`src/rtl/blpg_pkg.sv`:
```
package blpg_pkg;

  // Fixed field widths
  localparam int COORD_W = 6;
  localparam int ADDR_W  = 14;
  localparam int FW_W    = 7;
  localparam int BPP_W   = 3;
  localparam int COLOR_W = 8;
  localparam int ERR_W   = 9;
  localparam int ROW_W   = 13;
  localparam int STRIDE_W = 10;

  // Frame size and longest line that one command may emit
  localparam int FRAME_DIM = 64;
  localparam logic [COORD_W-1:0] LEN_CAP = COORD_W'(FRAME_DIM - 1);

  // Configuration port
  localparam int CFG_IDX_W  = 3;
  localparam int CFG_DATA_W = 8;

  localparam logic [CFG_IDX_W-1:0] REG_FRAME_WIDTH     = 3'd0;
  localparam logic [CFG_IDX_W-1:0] REG_BYTES_PER_PIXEL = 3'd1;
  localparam logic [CFG_IDX_W-1:0] REG_COLOR_RED       = 3'd2;
  localparam logic [CFG_IDX_W-1:0] REG_COLOR_GREEN     = 3'd3;
  localparam logic [CFG_IDX_W-1:0] REG_COLOR_BLUE      = 3'd4;

  localparam logic [FW_W-1:0]  FRAME_WIDTH_RESET     = 7'd64;
  localparam logic [BPP_W-1:0] BYTES_PER_PIXEL_RESET = 3'd3;

  // Configuration register contents
  typedef struct packed {
    logic [FW_W-1:0]    frame_width;
    logic [BPP_W-1:0]   bytes_per_pixel;
    logic [COLOR_W-1:0] color_red;
    logic [COLOR_W-1:0] color_green;
    logic [COLOR_W-1:0] color_blue;
  } cfg_t;

  // Controller to datapath commands
  typedef struct packed {
    logic load;        // capture command endpoints
    logic setup;       // octant, deltas, error term
    logic addr_row;    // row product and row stride
    logic addr_scale;  // start address and step deltas
    logic step;        // emit one pixel and advance
  } dp_cmd_t;

  // Datapath to controller status
  typedef struct packed {
    logic zero_len;
    logic last;
  } dp_stat_t;

endpackage

```
`src/rtl/blpg_if.sv`:
```
interface blpg_cmd_if;
  import blpg_pkg::*;

  logic               valid;
  logic               ready;
  logic [COORD_W-1:0] start_x;
  logic [COORD_W-1:0] start_y;
  logic [COORD_W-1:0] end_x;
  logic [COORD_W-1:0] end_y;

  modport source (output valid, output start_x, output start_y, output end_x,
                  output end_y, input ready);
  modport sink (input valid, input start_x, input start_y, input end_x,
                input end_y, output ready);
endinterface

interface blpg_pix_if;
  import blpg_pkg::*;

  logic               valid;
  logic               ready;
  logic [COORD_W-1:0] pixel_x;
  logic [COORD_W-1:0] pixel_y;
  logic [ADDR_W-1:0]  byte_address;
  logic [COLOR_W-1:0] red;
  logic [COLOR_W-1:0] green;
  logic [COLOR_W-1:0] blue;
  logic               last_pixel;

  modport source (output valid, output pixel_x, output pixel_y, output byte_address,
                  output red, output green, output blue, output last_pixel,
                  input ready);
  modport sink (input valid, input pixel_x, input pixel_y, input byte_address,
                input red, input green, input blue, input last_pixel,
                output ready);
endinterface

```
`src/rtl/blpg_ctrl.sv`:
```
module blpg_ctrl (
  input  logic               clk,
  input  logic               rst,
  input  logic               in_valid,
  output logic               in_ready,
  input  logic               out_ready,
  output logic               out_valid,
  input  blpg_pkg::dp_stat_t stat,
  output blpg_pkg::dp_cmd_t  cmd
);
  import blpg_pkg::*;

  typedef enum logic [2:0] {
    ST_IDLE,
    ST_SETUP,
    ST_ROW,
    ST_SCALE,
    ST_RUN
  } state_t;

  state_t state;
  logic   out_free;

  // Output register can take a new pixel when empty or being drained
  assign out_free = !out_valid || out_ready;
  assign in_ready = (state == ST_IDLE);

  // Datapath commands
  always_comb begin
    cmd            = '0;
    cmd.load       = (state == ST_IDLE) && in_valid;
    cmd.setup      = (state == ST_SETUP);
    cmd.addr_row   = (state == ST_ROW);
    cmd.addr_scale = (state == ST_SCALE);
    cmd.step       = (state == ST_RUN) && out_free;
  end

  // State and output valid
  always_ff @(posedge clk) begin
    if (rst) begin
      state     <= ST_IDLE;
      out_valid <= 1'b0;
    end else begin
      // A new pixel loads the output register; otherwise a transaction empties it
      if ((state == ST_RUN) && out_free) out_valid <= 1'b1;
      else if (out_ready) out_valid <= 1'b0;

      case (state)
        ST_IDLE: begin
          if (in_valid) state <= ST_SETUP;
        end
        ST_SETUP: begin
          if (stat.zero_len) state <= ST_IDLE;
          else state <= ST_ROW;
        end
        ST_ROW: begin
          state <= ST_SCALE;
        end
        ST_SCALE: begin
          state <= ST_RUN;
        end
        ST_RUN: begin
          if (out_free && stat.last) state <= ST_IDLE;
        end
        default: begin
          state <= ST_IDLE;
        end
      endcase
    end
  end

  // A pixel only appears from the run state
  a_valid_from_run: assert property (@(posedge clk) disable iff (rst)
    $rose(out_valid) |-> $past(state == ST_RUN))
    else $error("pixel valid rose outside run state");

  // The last pixel of a line returns the controller to idle
  a_last_exits: assert property (@(posedge clk) disable iff (rst)
    (state == ST_RUN && out_free && stat.last) |=> (state == ST_IDLE))
    else $error("controller stayed busy after last pixel");

endmodule

```
`src/rtl/blpg_dp.sv`:
```
module blpg_dp (
  input  logic                          clk,
  input  logic                          rst,
  input  blpg_pkg::dp_cmd_t             cmd,
  output blpg_pkg::dp_stat_t            stat,
  input  blpg_pkg::cfg_t                cfg,
  input  logic [blpg_pkg::COORD_W-1:0]  start_x,
  input  logic [blpg_pkg::COORD_W-1:0]  start_y,
  input  logic [blpg_pkg::COORD_W-1:0]  end_x,
  input  logic [blpg_pkg::COORD_W-1:0]  end_y,
  output logic [blpg_pkg::COORD_W-1:0]  pixel_x,
  output logic [blpg_pkg::COORD_W-1:0]  pixel_y,
  output logic [blpg_pkg::ADDR_W-1:0]   byte_address,
  output logic [blpg_pkg::COLOR_W-1:0]  red,
  output logic [blpg_pkg::COLOR_W-1:0]  green,
  output logic [blpg_pkg::COLOR_W-1:0]  blue,
  output logic                          last_pixel
);
  import blpg_pkg::*;

  // Captured endpoints
  logic [COORD_W-1:0] x0, y0, x1, y1;

  // Line walker state
  logic [COORD_W-1:0]     major_pos, minor_pos, remaining;
  logic signed [ERR_W-1:0] error_term;
  logic [COORD_W:0]       inc_straight;
  logic signed [COORD_W+1:0] inc_diagonal;
  logic                   minor_step_negative, steep_mode;

  // Address state
  logic [ROW_W-1:0]    row_prod;
  logic [STRIDE_W-1:0] row_stride;
  logic [ADDR_W-1:0]   addr, major_delta, minor_delta;

  // Setup combinational terms
  logic [COORD_W-1:0] adx, ady, maj_a, min_a, maj_b, min_b;
  logic [COORD_W-1:0] maj0, min0, maj1, min1, dmaj, admin, len_c;
  logic               steep_c, swap_c, neg_c;

  // Step combinational terms
  logic [COORD_W-1:0] px, py;
  logic               err_pos;
  logic [ADDR_W-1:0]  minor_base;

  // Octant selection and endpoint ordering
  always_comb begin
    adx     = (x0 > x1) ? x0 - x1 : x1 - x0;
    ady     = (y0 > y1) ? y0 - y1 : y1 - y0;
    steep_c = !(ady < adx);
    maj_a   = steep_c ? y0 : x0;
    min_a   = steep_c ? x0 : y0;
    maj_b   = steep_c ? y1 : x1;
    min_b   = steep_c ? x1 : y1;
    swap_c  = maj_a > maj_b;
    maj0    = swap_c ? maj_b : maj_a;
    min0    = swap_c ? min_b : min_a;
    maj1    = swap_c ? maj_a : maj_b;
    min1    = swap_c ? min_a : min_b;
    dmaj    = maj1 - maj0;
    neg_c   = min1 < min0;
    admin   = neg_c ? min0 - min1 : min1 - min0;
    len_c   = (dmaj > LEN_CAP) ? LEN_CAP : dmaj;
  end

  // Current pixel and error decision
  assign px         = steep_mode ? minor_pos : major_pos;
  assign py         = steep_mode ? major_pos : minor_pos;
  assign err_pos    = !error_term[ERR_W-1] && (error_term != '0);
  assign minor_base = steep_mode ? {{(ADDR_W-BPP_W){1'b0}}, cfg.bytes_per_pixel}
                                 : {{(ADDR_W-STRIDE_W){1'b0}}, row_stride};

  // Zero length is judged on the captured command during setup
  assign stat.zero_len = (len_c == '0);
  assign stat.last     = (remaining == COORD_W'(1));

  // Command capture, setup and pixel walk
  always_ff @(posedge clk) begin
    if (cmd.load) begin
      x0 <= start_x;
      y0 <= start_y;
      x1 <= end_x;
      y1 <= end_y;
    end

    if (cmd.setup) begin
      steep_mode          <= steep_c;
      minor_step_negative <= neg_c;
      major_pos           <= maj0;
      minor_pos           <= min0;
      remaining           <= len_c;
      inc_straight        <= {admin, 1'b0};
      inc_diagonal        <= $signed({1'b0, admin, 1'b0}) - $signed({1'b0, dmaj, 1'b0});
      error_term          <= $signed({2'b00, admin, 1'b0}) - $signed({3'b000, dmaj});
    end

    // First multiply: row product and row stride
    if (cmd.addr_row) begin
      row_prod   <= ROW_W'(py * cfg.frame_width) + {{(ROW_W-COORD_W){1'b0}}, px};
      row_stride <= STRIDE_W'(cfg.frame_width * cfg.bytes_per_pixel);
    end

    // Second multiply: start address and per-axis address steps
    if (cmd.addr_scale) begin
      addr        <= ADDR_W'(row_prod * cfg.bytes_per_pixel);
      major_delta <= steep_mode ? {{(ADDR_W-STRIDE_W){1'b0}}, row_stride}
                                : {{(ADDR_W-BPP_W){1'b0}}, cfg.bytes_per_pixel};
      minor_delta <= minor_step_negative ? ADDR_W'(0) - minor_base : minor_base;
    end

    // Emit the current pixel, then advance one major step
    if (cmd.step) begin
      pixel_x      <= px;
      pixel_y      <= py;
      byte_address <= addr;
      red          <= cfg.color_red;
      green        <= cfg.color_green;
      blue         <= cfg.color_blue;
      last_pixel   <= stat.last;

      major_pos <= major_pos + COORD_W'(1);
      remaining <= remaining - COORD_W'(1);
      if (err_pos) begin
        minor_pos  <= minor_step_negative ? minor_pos - COORD_W'(1)
                                          : minor_pos + COORD_W'(1);
        error_term <= error_term + {inc_diagonal[COORD_W+1], inc_diagonal};
        addr       <= addr + major_delta + minor_delta;
      end else begin
        error_term <= error_term + $signed({2'b00, inc_straight});
        addr       <= addr + major_delta;
      end
    end
  end

  // The walker never steps past the end of a line
  a_no_overrun: assert property (@(posedge clk) disable iff (rst)
    cmd.step |-> (remaining != '0))
    else $error("pixel step with no pixels left");

  // The last flag follows the final remaining pixel
  a_last_flag: assert property (@(posedge clk) disable iff (rst)
    cmd.step |=> (last_pixel == ($past(remaining) == COORD_W'(1))))
    else $error("last flag does not match remaining count");

endmodule

```
`src/rtl/bresenham_line_pixel_generator_core.sv`:
```
// Line command to pixel writes, one command in flight at a time.
// The first pixel is presented after the setup, row and scale states, from the output register loaded in the run state.
// Pixels come one per cycle from the error-term step unit while pix.ready does
// not stall the output; a zero-length line returns to idle without a pixel.
// Reset (rst, synchronous): controller idle, output invalid, configuration registers to defaults.
module bresenham_line_pixel_generator_core (
  input  logic                            clk,
  input  logic                            rst,
  input  logic                            cfg_write_en,
  input  logic [blpg_pkg::CFG_IDX_W-1:0]  cfg_index,
  input  logic [blpg_pkg::CFG_DATA_W-1:0] cfg_data,
  blpg_cmd_if.sink                        cmd,
  blpg_pix_if.source                      pix
);
  import blpg_pkg::*;

  cfg_t     cfg;
  dp_cmd_t  dp_cmd;
  dp_stat_t dp_stat;

  // Configuration registers; unknown indexes are ignored
  always_ff @(posedge clk) begin
    if (rst) begin
      cfg.frame_width     <= FRAME_WIDTH_RESET;
      cfg.bytes_per_pixel <= BYTES_PER_PIXEL_RESET;
      cfg.color_red       <= '0;
      cfg.color_green     <= '0;
      cfg.color_blue      <= '0;
    end else if (cfg_write_en) begin
      case (cfg_index)
        REG_FRAME_WIDTH:     cfg.frame_width     <= cfg_data[FW_W-1:0];
        REG_BYTES_PER_PIXEL: cfg.bytes_per_pixel <= cfg_data[BPP_W-1:0];
        REG_COLOR_RED:       cfg.color_red       <= cfg_data[COLOR_W-1:0];
        REG_COLOR_GREEN:     cfg.color_green     <= cfg_data[COLOR_W-1:0];
        REG_COLOR_BLUE:      cfg.color_blue      <= cfg_data[COLOR_W-1:0];
        default: begin
        end
      endcase
    end
  end

  // Sequencer
  blpg_ctrl u_ctrl (
    .clk       (clk),
    .rst       (rst),
    .in_valid  (cmd.valid),
    .in_ready  (cmd.ready),
    .out_ready (pix.ready),
    .out_valid (pix.valid),
    .stat      (dp_stat),
    .cmd       (dp_cmd)
  );

  // Line walker and address datapath
  blpg_dp u_dp (
    .clk          (clk),
    .rst          (rst),
    .cmd          (dp_cmd),
    .stat         (dp_stat),
    .cfg          (cfg),
    .start_x      (cmd.start_x),
    .start_y      (cmd.start_y),
    .end_x        (cmd.end_x),
    .end_y        (cmd.end_y),
    .pixel_x      (pix.pixel_x),
    .pixel_y      (pix.pixel_y),
    .byte_address (pix.byte_address),
    .red          (pix.red),
    .green        (pix.green),
    .blue         (pix.blue),
    .last_pixel   (pix.last_pixel)
  );

endmodule
```
`src/flat_wrapper.sv`:
```
// flat-port wrapper written by rule: the top's interface ports become plain ports
module bresenham_line_pixel_generator_core_flat import blpg_pkg::*;
  (clk, rst, cfg_write_en, cfg_index, cfg_data, cmd_valid, cmd_start_x, cmd_start_y, cmd_end_x, cmd_end_y, cmd_ready, pix_valid, pix_pixel_x, pix_pixel_y, pix_byte_address, pix_red, pix_green, pix_blue, pix_last_pixel, pix_ready);
  blpg_cmd_if cmd_i ();
  blpg_pix_if pix_i ();
  input  logic clk;
  input  logic rst;
  input  logic cfg_write_en;
  input  logic [blpg_pkg::CFG_IDX_W-1:0] cfg_index;
  input  logic [blpg_pkg::CFG_DATA_W-1:0] cfg_data;
  input wire logic [$bits(cmd_i.valid)-1:0] cmd_valid;
  input wire logic [$bits(cmd_i.start_x)-1:0] cmd_start_x;
  input wire logic [$bits(cmd_i.start_y)-1:0] cmd_start_y;
  input wire logic [$bits(cmd_i.end_x)-1:0] cmd_end_x;
  input wire logic [$bits(cmd_i.end_y)-1:0] cmd_end_y;
  output wire logic [$bits(cmd_i.ready)-1:0] cmd_ready;
  output wire logic [$bits(pix_i.valid)-1:0] pix_valid;
  output wire logic [$bits(pix_i.pixel_x)-1:0] pix_pixel_x;
  output wire logic [$bits(pix_i.pixel_y)-1:0] pix_pixel_y;
  output wire logic [$bits(pix_i.byte_address)-1:0] pix_byte_address;
  output wire logic [$bits(pix_i.red)-1:0] pix_red;
  output wire logic [$bits(pix_i.green)-1:0] pix_green;
  output wire logic [$bits(pix_i.blue)-1:0] pix_blue;
  output wire logic [$bits(pix_i.last_pixel)-1:0] pix_last_pixel;
  input wire logic [$bits(pix_i.ready)-1:0] pix_ready;
  assign cmd_i.valid = cmd_valid;
  assign cmd_i.start_x = cmd_start_x;
  assign cmd_i.start_y = cmd_start_y;
  assign cmd_i.end_x = cmd_end_x;
  assign cmd_i.end_y = cmd_end_y;
  assign cmd_ready = cmd_i.ready;
  assign pix_valid = pix_i.valid;
  assign pix_pixel_x = pix_i.pixel_x;
  assign pix_pixel_y = pix_i.pixel_y;
  assign pix_byte_address = pix_i.byte_address;
  assign pix_red = pix_i.red;
  assign pix_green = pix_i.green;
  assign pix_blue = pix_i.blue;
  assign pix_last_pixel = pix_i.last_pixel;
  assign pix_i.ready = pix_ready;
  bresenham_line_pixel_generator_core u_core (.clk(clk), .rst(rst), .cfg_write_en(cfg_write_en), .cfg_index(cfg_index), .cfg_data(cfg_data), .cmd(cmd_i), .pix(pix_i));
endmodule
```
`config.mk`:
```
export PLATFORM = sky130hd
export DESIGN_NAME = bresenham_line_pixel_generator_core_flat
export DESIGN_NICKNAME = d
export VERILOG_FILES = /design/src/rtl/blpg_pkg.sv /design/src/rtl/blpg_if.sv /design/src/rtl/blpg_ctrl.sv /design/src/rtl/blpg_dp.sv /design/src/rtl/bresenham_line_pixel_generator_core.sv /design/src/flat_wrapper.sv
export SDC_FILE = /design/constraint.sdc
export NUM_CORES = 1
export LEC_CHECK = 0
export ABC_AREA = 0
export ABC_CLOCK_PERIOD_IN_PS = 8420
export BUFFER_PORTS_ARGS = -buffer_cell sky130_fd_sc_hd__buf_4
export CORE_UTILIZATION = 56
export CTS_CLUSTER_DIAMETER = 120
export DETAILED_ROUTE_END_ITERATION = 6
export PLACE_DENSITY = 0.76
export SYNTH_ARGS = -nofsm -noshare
export SYNTH_HDL_FRONTEND = slang
export SYNTH_SLANG_ARGS = --single-unit
```
`constraint.sdc`:
```
create_clock -name clk -period 8.42 [get_ports clk]
set_input_delay 0.421 -clock clk [delete_from_list [all_inputs] [get_ports clk]]
set_output_delay 0.421 -clock clk [all_outputs]
set_load 0.02 [all_outputs]
```
== Word-level counts from Yosys, hierarchy flattened ==
Cells that the tools add are included.

* Logic and storage cells: 129
* Memories: 0
* Input bits: 40
* Latch bits: 0
* Register bits after elaboration: 221
* RAM bits: 0
* Memory bits (read-only): 0

* Reduce and logical (&&, ||, !) cells: 21
* $add $sub $neg: 19
* $lt $le $gt $ge: 6
* Mux-type cells: 37
* Eq/ne operators: 11
* Shifts and indexed selects: 0
* Bitwise operators: 0
* Multiply operators: 3
* Div/mod/pow operators: 0

{| class="wikitable"
|+ Operators by type and width
! cell !! count
|-
| 6-bit two-way mux || 22
|-
| 14-bit two-way mux || 4
|-
| 6-bit subtractor || 7
|-
| 14-bit adder || 2
|-
| 9-bit two-way mux || 3
|-
| 6-bit > comparator || 3
|-
| 3-bit case mux with 5 select lines || 1
|-
| 13-bit by 3-bit multiplier with 14-bit output || 1
|-
| 13-bit by 6-bit adder with 13-bit output || 1
|-
| 6-bit by 7-bit multiplier with 13-bit output || 1
|-
| 6-bit by 1-bit adder with 6-bit output, second input constant || 2
|-
| 3-bit by 2-bit equality test with 1-bit output, second input constant || 4
|-
| 6-bit < comparator || 2
|-
| 2-bit AND reduction || 6
|-
| 6-bit by 1-bit subtractor with 6-bit output, second input constant || 2
|-
| 1-bit by 10-bit subtractor with 11-bit output, first input constant || 1
|-
| 7-bit by 3-bit multiplier with 10-bit output || 1
|-
| 10-bit two-way mux || 1
|-
| 9-bit by 8-bit adder with 9-bit output || 1
|-
| 9-bit adder || 1
|-
| 3-bit two-way mux || 3
|-
| 9-bit nonzero test || 1
|-
| 7-bit by 6-bit subtractor with 8-bit output || 1
|-
| 7-bit by 7-bit subtractor with 8-bit output || 1
|-
| 14 further kinds || 25
|}

== Depth between registers and ports, before layout ==
Gate-level depths: netlist of the first run.

* Depth in word-level cells: 12
* Depth in mapped cells: 51
* Mapped depth without buffers: 46

== Hierarchy ==
Synthesis of the first run repeated with hierarchy kept, for this count alone.

* Cells, all modules: 1528
* Area, all modules: 15707.6 sq um

{| class="wikitable"
|+ Modules (own cells, without submodules)
! module !! area each (sq um) !! cells an instance !! times used
|-
| blpg_dp || 14119.8 || 1379 || 1
|-
| bresenham_line_pixel_generator_core || 1397.6 || 128 || 1
|-
| blpg_ctrl || 190.2 || 21 || 1
|}

== Worst setup path before layout of the first run ==
Ideal clock, no wire load.

* Path type: reg2reg
* Start: reg u_core.u_dp.y0[0]
* End: reg u_core.u_dp.error_term[6] (data pin)
* Stages on the path, launching flop included: 50
* Path slack: -0.924 ns
* Buffers on the path: 6
* Arrival time: 9.090 ns
* Setup time: 0.254 ns
* Cells stage by stage: edfxtp_1 > inv_1 > ha_1 > inv_1 > fa_1 > a21o_1 > a21o_1 > a21o_1 > a21oi_1 > a31oi_1 > a211oi_1 > a21oi_1 > xor2_1 > ha_1 > a211oi_2 > o211ai_4 > nand2_4 > clkbuf_1 > [... 14 more ...] > inv_1 > ha_1 > fa_1 > nor2b_1 > o21ai_0 > a21boi_0 > o21a_1 > or2_1 > buf_2 > mux2_2 > o22ai_1 > nor2b_1 > xnor2_1 > ha_1 > a21o_1 > a21oi_1 > xnor3_1 > o21a_1

* Word-level cells in the longest chain between the ends: 11
* Elaborated cells between the ends (all ways): 22
* Those cells by class: 6 x add/sub; 4 x order compare; 12 x mux

{| class="wikitable"
|+ Ends and longest elaborated chain
! element !! line !! text
|-
| start: declaration || blpg_dp.sv:22 || <nowiki>logic [COORD_W-1:0] x0, y0, x1, y1;</nowiki>
|-
| start signal: assignment || blpg_dp.sv:81 || <nowiki>y0 <= start_y;</nowiki>
|-
| 6-bit subtractor / 6-bit > comparator (equally long branches) || blpg_dp.sv:49 || <nowiki>ady = (y0 > y1) ? y0 - y1 : y1 - y0;</nowiki>
|-
| 6-bit two-way mux || blpg_dp.sv:49 ||
|-
| 6-bit < comparator || blpg_dp.sv:50 || <nowiki>steep_c = !(ady < adx);</nowiki>
|-
| 6-bit two-way mux, on equally long branches || blpg_dp.sv:51, blpg_dp.sv:53 ||
|-
| 6-bit > comparator || blpg_dp.sv:55 || <nowiki>swap_c = maj_a > maj_b;</nowiki>
|-
| 6-bit two-way mux, on equally long branches || blpg_dp.sv:59, blpg_dp.sv:57 ||
|-
| 6-bit subtractor / 6-bit < comparator (equally long branches) || blpg_dp.sv:62, blpg_dp.sv:61 ||
|-
| 6-bit two-way mux * || blpg_dp.sv:62 || <nowiki>admin = neg_c ? min0 - min1 : min1 - min0;</nowiki>
|-
| net u_core.u_dp.admin[3] || blpg_dp.sv:38 || <nowiki>logic [COORD_W-1:0] maj0, min0, maj1, min1, dmaj, admin, len_c;</nowiki>
|-
| 7-bit by 6-bit subtractor with 8-bit output * || blpg_dp.sv:94 || <nowiki>error_term <= $signed({2'b00, admin, 1'b0}) - $signed({3'b000, dmaj});</nowiki>
|-
| 9-bit two-way mux * || blpg_dp.sv:86 || <nowiki>if (cmd.setup) begin</nowiki>
|-
| 9-bit two-way mux * || blpg_dp.sv:112 || <nowiki>if (cmd.step) begin</nowiki>
|-
| end signal: assignment || blpg_dp.sv:94 ||
|-
| end signal: assignment || blpg_dp.sv:126 || <nowiki>error_term <= error_term + {inc_diagonal[COORD_W+1], inc_diagonal};</nowiki>
|-
| end signal: assignment || blpg_dp.sv:129 || <nowiki>error_term <= error_term + $signed({2'b00, inc_straight});</nowiki>
|-
| end: declaration || blpg_dp.sv:26 || <nowiki>logic signed [ERR_W-1:0] error_term;</nowiki>
|}

The timed path passes the listed nets; every way through them passes the cells marked *. The select of a mux whose other input is x is not followed.
A chain may end at the register's enable or synchronous reset.

== Worst setup path after layout of the first run ==
* Start: reg u_core.u_dp.x0[0]
* End: reg u_core.u_dp.error_term[6] (data pin)

* Word-level cells in the longest chain between the ends: 11
* Elaborated cells between the ends (all ways): 22
* Those cells by class: 6 x add/sub; 4 x order compare; 12 x mux

{| class="wikitable"
|+ Ends and longest elaborated chain
! element !! line !! text
|-
| start: declaration || blpg_dp.sv:22 ||
|-
| start signal: assignment || blpg_dp.sv:80 || <nowiki>x0 <= start_x;</nowiki>
|-
| 6-bit subtractor / 6-bit > comparator (equally long branches) || blpg_dp.sv:48 || <nowiki>adx = (x0 > x1) ? x0 - x1 : x1 - x0;</nowiki>
|-
| 6-bit two-way mux || blpg_dp.sv:48 ||
|-
| 6-bit < comparator || blpg_dp.sv:50 ||
|-
| 6-bit two-way mux, on equally long branches || blpg_dp.sv:51, blpg_dp.sv:53 ||
|-
| 6-bit > comparator || blpg_dp.sv:55 ||
|-
| 6-bit two-way mux, on equally long branches || blpg_dp.sv:59, blpg_dp.sv:57 ||
|-
| 6-bit subtractor / 6-bit < comparator (equally long branches) || blpg_dp.sv:62, blpg_dp.sv:61 ||
|-
| 6-bit two-way mux * || blpg_dp.sv:62 ||
|-
| net u_core.u_dp.admin[3] || blpg_dp.sv:38 ||
|-
| 7-bit by 6-bit subtractor with 8-bit output * || blpg_dp.sv:94 ||
|-
| 9-bit two-way mux * || blpg_dp.sv:86 ||
|-
| 9-bit two-way mux * || blpg_dp.sv:112 ||
|}

Marked as above.

==> key figures, run 1 <==
Run status
  • Run status: complete, but fails checks
  • Violated checks: negative setup slack

Global routing
  • Met2 Usage GRT: 43.6%
  • Met1 GRT Util: 34.7%
  • Met3 usage: 3.10%
  • Grt total ovfl: 0
  • All-layer global routing usage: 25.7%
  • Top Usage Layer GRT: met2
  • First-pass GRT wire length: 58.1 mm
  • Initial antenna violation count: 0
  • Pin count of the biggest net entering global routing: 64
  • Number of global-route vias before repair: 11664

Critical path
  • Most used cell, CP: a21oi_2
  • CP top delay family: compound AO/OA/AOI/OAI gates
  • CP bufs+invs: 8
  • Crit path arrival time: 8860 ps
  • Slowest CP cell: a311o_1
  • Crit path kind: reg2reg
  • CP required: 8720 ps
  • CP Capture Type: register
  • Critical Path Fanout Max: 13
  • Crit start category: register
  • Worst stage delay on the critical path: 420 ps

Logic synthesis
  • Gate Count Post-Synth: 1564
  • Avg Synthesized Cell Area: 9.79 µm²
  • EDFF count, synth: 169
  • Sequential cell area fraction in the yosys report: 38.9%
  • Synth Net Count: 1811
  • Ys flop type: edfxtp_1
  • Mapped Area: 15300 µm²
  • Yosys warns: 0
  • Yosys cell types: 64
  • Synth async-reset ratio: 0%
  • Seq cells post-synth: 213

Hold path
  • Hold WC Path Type: in2reg

Timing
  • Fin crit share: 102%
  • Pins Over Slew Limit: 0
  • Clk_skew: 11.6 ps
  • Max frequency: 0.117 GHz
  • RSZ-0062 raised after global routing: yes
  • Slew HR: 26.5%
  • # setup viols final: 3
  • Final hold viol count: 0
  • Crit path setup slack, layout: -145 ps
  • Post-route minimum period: 8570 ps
  • Hold_ws: 57.1 ps
  • Worst slew pin tran: 1100 ps

Cells and area
  • N_diodes: 0
  • Final #Nets: 1962
  • Area delta synth->final: 18.0%
  • Final core utilization: 67.2%
  • Most frequent cells in the layout: nand2_1, edfxtp_1, buf_4
  • Commonest non-fill, non-tap cell in the layout: nand2_1
  • Share of layout cells above drive strength 1: 17.9%

Drt
  • DRT antenna net count: 0
  • Via count: 11921
  • Vias/cell: 5.75
  • Drt total wl: 36.4 mm
  • DRT iter0 DRCs: 827
  • Wire per inst: 17.5 µm
  • Pre-Repair DR Iteration Count: 5
  • Drc violations: 0

Floorplan
  • Row count: 60
  • Io pins: 93
  • Die area: 28000 µm²
  • Die width: 167 µm
  • Die Ht: 167 µm
  • Initial core utilization: 57.0%
  • Core area: 26900 µm²

CTS
  • TritonCTS Sinks: 213
  • CTS hold repair buffers: 0
  • H-tree Lvls: 1
  • CTS tree: built
  • Clock slew at reported path FFs: 60 ps
  • Worst skew pair latency: 540 ps
  • CTS max path bufs: 3
  • Num CTS Buffers: 25
  • Root Driver: clkbuf_16

Placement
  • DP Wirelength: 26.8 mm
  • I/O Buffers: 92
  • GP Congestion: 0.937
  • Pre-CTS setup slack: -277 ps

Flow run
  • Max-Cap Viols: 0
-- per-stage QoR --
stage | cell area [µm²] | cells | setup TNS, ps
4_1_cts | 17600 | 2055 | 0
2_1_floorplan | 15400 | 1564 | 0
3_5_place_dp | 16800 | 2003 | -782
3_3_place_gp | 16800 | 2003 | 0
5_1_grt | 18100 | 2075 | -2570
6_report | 18100 | 2075 | -320
-- cell families after synthesis --
logic type | synth area share (%)
DFF | 38.9
AOI/OAI and AO/OA | 14.4
buffers and inverters | 5.23
and+or+nand+nor | 12.9
xor gates and xnor gates | 6.04
muxes | 2.89
adders and majority gates | 19.6
-- flip-flops by register name, indices dropped and copies added, names as in the netlist, 3 cells and up --
| signal | flops |
|---|---|
| u_core.u_dp.y0 | 6 |
| u_core.u_dp.green | 8 |
| u_core.u_dp.inc_straight | 6 |
| u_core.u_dp.x0 | 6 |
| u_core.u_dp.x1 | 6 |
| u_core.u_dp.addr | 14 |
| u_core.u_dp.pixel_x | 6 |
| u_core.u_dp.error_term | 9 |
| u_core.u_dp.minor_pos | 6 |
| u_core.u_dp.major_pos | 6 |
| u_core.u_dp.inc_diagonal | 7 |
| u_core.u_dp.remaining | 6 |
| u_core.u_dp.blue | 8 |
| u_core.u_dp.y1 | 6 |
| u_core.u_dp.major_delta | 10 |
| u_core.u_dp.pixel_y | 6 |
| u_core.u_dp.row_stride | 10 |
| u_core.u_ctrl.state | 3 |
| u_core.u_dp.minor_delta | 11 |
| u_core.u_dp.red | 8 |
| u_core.u_dp.row_prod | 13 |
| u_core.cfg | 34 |
| u_core.u_dp.byte_address | 14 |
-- final timing paths --
kind | start | endpoint | slack (ps) | cells past startpoint
setup / recovery | u_core.u_dp.x0[0] | u_core.u_dp.error_term[6] | -150 | 44
hold / removal | cmd_start_y[1] | u_core.u_dp.y0[1] | 60 | 1
setup reg to reg | u_core.u_dp.x0[0] | u_core.u_dp.error_term[6] | -150 | 44
hold reg to reg | u_core.cfg[5] | u_core.u_dp.blue[5] | 430 | 0
-- routing by layer --
| metal | wire [µm] | part of all wire, % | vias up |
|---|---|---|---|
| met2 | 17400 | 48 | 370 |
| met1 | 16000 | 44 | 5742 |
| met4 | 937 | 2.6 | 0 |
| met3 | 2000 | 5.5 | 79 |
| li1 | - | - | 5730 |
| met5 | 0 | 0 | - |
-- synth_stat cells, types with 17 or more instances --
cell type,number,area (µm²)
nor2b_1,20,125
clkbuf_1,39,146
o21ai_0,61,305
ha_1,152,1900
a211oi_1,18,135
fa_1,55,1100
xor2_1,31,272
dfxtp_1,44,881
a31oi_1,19,119
edfxtp_1,169,5070
mux2_2,18,203
xnor2_1,72,631
inv_1,159,597
nor2_1,64,240
o21bai_1,20,150
a21o_1,39,293
mux2i_1,24,240
and2_1,42,263
nand2_1,231,867
nand3_1,17,85.1
o211ai_1,20,150
a21oi_1,126,631
-- area by class of cell --
| type | count | area, µm² |
|---|---|---|
| Inverter | 161 | 611 |
| Fill cell | 2010 | 8810 |
| Sequential cell | 213 | 5960 |
| Tap cell | 341 | 427 |
| Multi-Input combinational cell | 1140 | 8900 |
| Clock buffer | 32 | 672 |
| Timing Repair Buffer | 174 | 1380 |
| Clock inverter | 14 | 115 |
-- repair_timing --
| action | in CTS | in global routing |
|---|---|---|
| gates cloned | 1 | 1 |
| resized for setup | 4 | 62 |
| pin swaps | 7 | 46 |
| endpoints found under the setup margin | 7 | 11 |
| setup buffers | 5 | 20 |
-- worst register-to-register path, delay by kind of cell (launching register included) --
kind	cells	cell delay, ps
adders and majority gates	6	1640
and+or+nand+nor	6	800
AOI/OAI and AO/OA	20	3850
buffers and inverters	8	980
muxes	1	180
xor gates and xnor gates	3	480
DFF	1	410
Power of run 1 is left out: the tool's default activity adds up to more than one toggle a clock period on the data nets, which glitch-free logic cannot reach.
==> run 2, diff against run 1 <==
- ABC_CLOCK_PERIOD_IN_PS: 8420 -> 9800
- CORE_UTILIZATION: 56 -> 63
- GPL_TIMING_DRIVEN: unset -> 0
- PLACE_DENSITY: 0.76 -> 0.81
- SYNTH_HIERARCHICAL: unset -> 1
- clock period: 8.42 -> 9.8 ns (I/O delays scaled with it)
==> run 2 against run 1 <==
Net effect: the run ends with design-rule violations left; critical path depth up 4; sequential cell count unchanged; register-to-register slack better by 520 ps; via count about the same; synthesized cell count down 2.3%; utilization up 7.7 points; fmax down 9.1%; synthesized area up 2.6%; non-clock buffer count unchanged; routed wire length up 2.5%; worst setup slack better by 520 ps; critical path type unchanged; largest cell class unchanged.
==> key figures, run 2 <==
Run status
  • Run status: complete, but fails checks
  • Violated checks: design-rule violations

Floorplan
  • Die width: 160 µm
  • Initial core utilization: 64.4%
  • Die area: 25600 µm²
  • Row count: 57
  • Core area: 24400 µm²
  • Io pins: 93
  • Die Ht: 160 µm

CTS
  • Worst skew pair latency: 550 ps
  • H-tree Lvls: 1
  • CTS max path bufs: 3
  • Num CTS Buffers: 25
  • Root Driver: clkbuf_16
  • CTS tree: built
  • TritonCTS Sinks: 213
  • CTS hold repair buffers: 0
  • Clock slew at reported path FFs: 60 ps

Critical path
  • Crit path arrival time: 9720 ps
  • Critical Path Fanout Max: 10
  • CP required: 10100 ps
  • Reg-to-reg startpoint: u_core/u_dp/x0[0]
  • Slowest CP cell: edfxtp_1
  • Worst stage delay on the critical path: 440 ps
  • Reg-to-reg slack, setup: 380 ps
  • CP Capture Type: register
  • Reg2Reg Depth: 48
  • Crit start category: register
  • RR Endpoint: u_core/u_dp/inc_diagonal[6]
  • Crit path kind: reg2reg

Timing
  • Max frequency: 0.106 GHz
  • Slew HR: 28.0%
  • Post-route minimum period: 9420 ps
  • Hold_ws: 119 ps
  • Worst slew pin tran: 1080 ps
  • # setup viols final: 0
  • Fin crit share: 96.2%
  • Clk_skew: 11.6 ps
  • Final hold viol count: 0
  • Pins Over Slew Limit: 0
  • Setup TNS Final: 0 ps

Logic synthesis
  • Synth async-reset ratio: 0%
  • Ys flop type: edfxtp_1
  • Post-synth top area cell: edfxtp_1
  • Gate Count Post-Synth: 1528
  • Synth top area share: 32.3%
  • Avg Synthesized Cell Area: 10.3 µm²
  • Seq cells post-synth: 213
  • EDFF count, synth: 169
  • Sequential cell area fraction in the yosys report: 37.9%
  • Synth area leaders: edfxtp_1, ha_1, fa_1
  • Yosys cell types: 81
  • Top-count cell post-synth: edfxtp_1
  • Mapped Area: 15700 µm²
  • Yosys warns: 6
  • Synth Net Count: 1773
  • Synth top cells by count: edfxtp_1, inv_1, ha_1, nand2_1, a21oi_1

Global routing
  • First-pass GRT wire length: 59.8 mm
  • All-layer global routing usage: 29.3%
  • Initial antenna violation count: 0
  • Pin count of the biggest net entering global routing: 35
  • Grt total ovfl: 0
  • Number of global-route vias before repair: 11914

Cells and area
  • Commonest non-fill, non-tap cell in the layout: edfxtp_1
  • Biggest registers after layout: u_core/cfg x34, u_core/u_dp/addr x14, u_core/u_dp/byte_address x14
  • Final core utilization: 74.9%
  • Area of the multi-input gates: 9170 µm²
  • N_diodes: 0
  • Reg area: 5960 µm²
  • Share of layout cells above drive strength 1: 15.8%
  • Area delta synth->final: 16.3%
  • Max FFs per register: 34
  • Fill cells: 1672
  • Final #Nets: 1924
  • Post-route cell area: 18300 µm²
  • Most frequent cells in the layout: edfxtp_1, inv_1, ha_1
  • Biggest register: u_core/cfg

Drt
  • Pre-Repair DR Iteration Count: 7
  • Drc violations: 1
  • Drt total wl: 37.3 mm
  • Via count: 11932
  • DRT iter0 DRCs: 906
  • Wire per inst: 18.4 µm
  • DRT antenna net count: 0
  • Vias/cell: 5.90

Flow run
  • Max-Cap Viols: 0

Placement
  • DP Wirelength: 28.0 mm
  • Area post-placement: 16900 µm²
  • GP Congestion: 0.911
  • I/O Buffers: 92

Hold path
  • Critical hold path startpoint: cmd_end_y[3]
  • Hold-critical path depth: 1
  • Hold WC Path Type: in2reg
  • Min-Delay Endpoint: u_core/u_dp/y1[3]
[run 2: metrics by stage]
| step | setup slack (ps) | instances |
|---|---|---|
| 2_1_floorplan | 711 | 1528 |
| 3_3_place_gp | -805 | 1944 |
| 3_5_place_dp | -922 | 1949 |
| 4_1_cts | 32.8 | 2004 |
| 5_1_grt | -93.4 | 2022 |
| 6_report | 376 | 2022 |
[run 2: worst max path at each step]
stage / from / end / slack (ps) / cells past startpoint
2_1_floorplan: u_core/u_dp/y0[0] / u_core/u_dp/error_term[8] / 710 / 47
3_3_place_gp: u_core/u_dp/y0[0] / u_core/u_dp/error_term[8] / -810 / 47
3_5_place_dp: u_core/u_dp/y0[0] / u_core/u_dp/error_term[6] / -920 / 48
6_report: u_core/u_dp/x0[0] / u_core/u_dp/inc_diagonal[6] / 380 / 48
4_1_cts: u_core/u_dp/y0[0] / u_core/u_dp/error_term[6] / 30 / 50
5_1_grt: u_core/u_dp/x0[0] / u_core/u_dp/inc_diagonal[7] / -90 / 48
[run 2: logic make-up after synthesis]
family,Yosys count,synth area share (%)
AOI/OAI and AO/OA,305,12.6
xor gates and xnor gates,98,5.46
adders and majority gates,209,19.2
buffers and inverters,202,5.11
DFF,213,37.9
muxes,106,6.99
and+or+nand+nor,395,12.7
[run 2: area by class of cell]
type                       instances  area share, %
inverter                         152           3.12
multi-input combinational       1113           50.2
buffer                            50           1.48
sequential                       213           32.6
clock inverter                    16           1.27
clock buffer                      30           3.87
timing repair buffer             124           5.27
tap                              324           2.22
[run 2: layer usage]
metal  vias up  track usage, %  part of all wire [%]
met1      5749            38.2                    41
met4         0            11.8                   3.3
met5         -               0                     0
met2       449            49.5                    49
li1       5646               -                     -
met3        88            3.97                   6.9
[run 2: critical path: cells and delay by family (launching register included)]
family	cells	cell delay [ps]
AND/OR/NAND/NOR	6	870
buffers and inverters	9	1140
XOR/XNOR	3	540
adder cells (fa/ha/maj)	6	1710
flip-flops	1	440
AO/OA/AOI/OAI	21	3720
multiplexers	3	750
[run 2: what timing repair did]
action                     4_1_cts  5_1_grt
setup endpoints to repair       13       13
hold endpoints to repair         0        0
pin swaps                        6       14
setup buffers                    9       18
gates resized for setup         15       47
Power of run 2 is left out for the same reason.
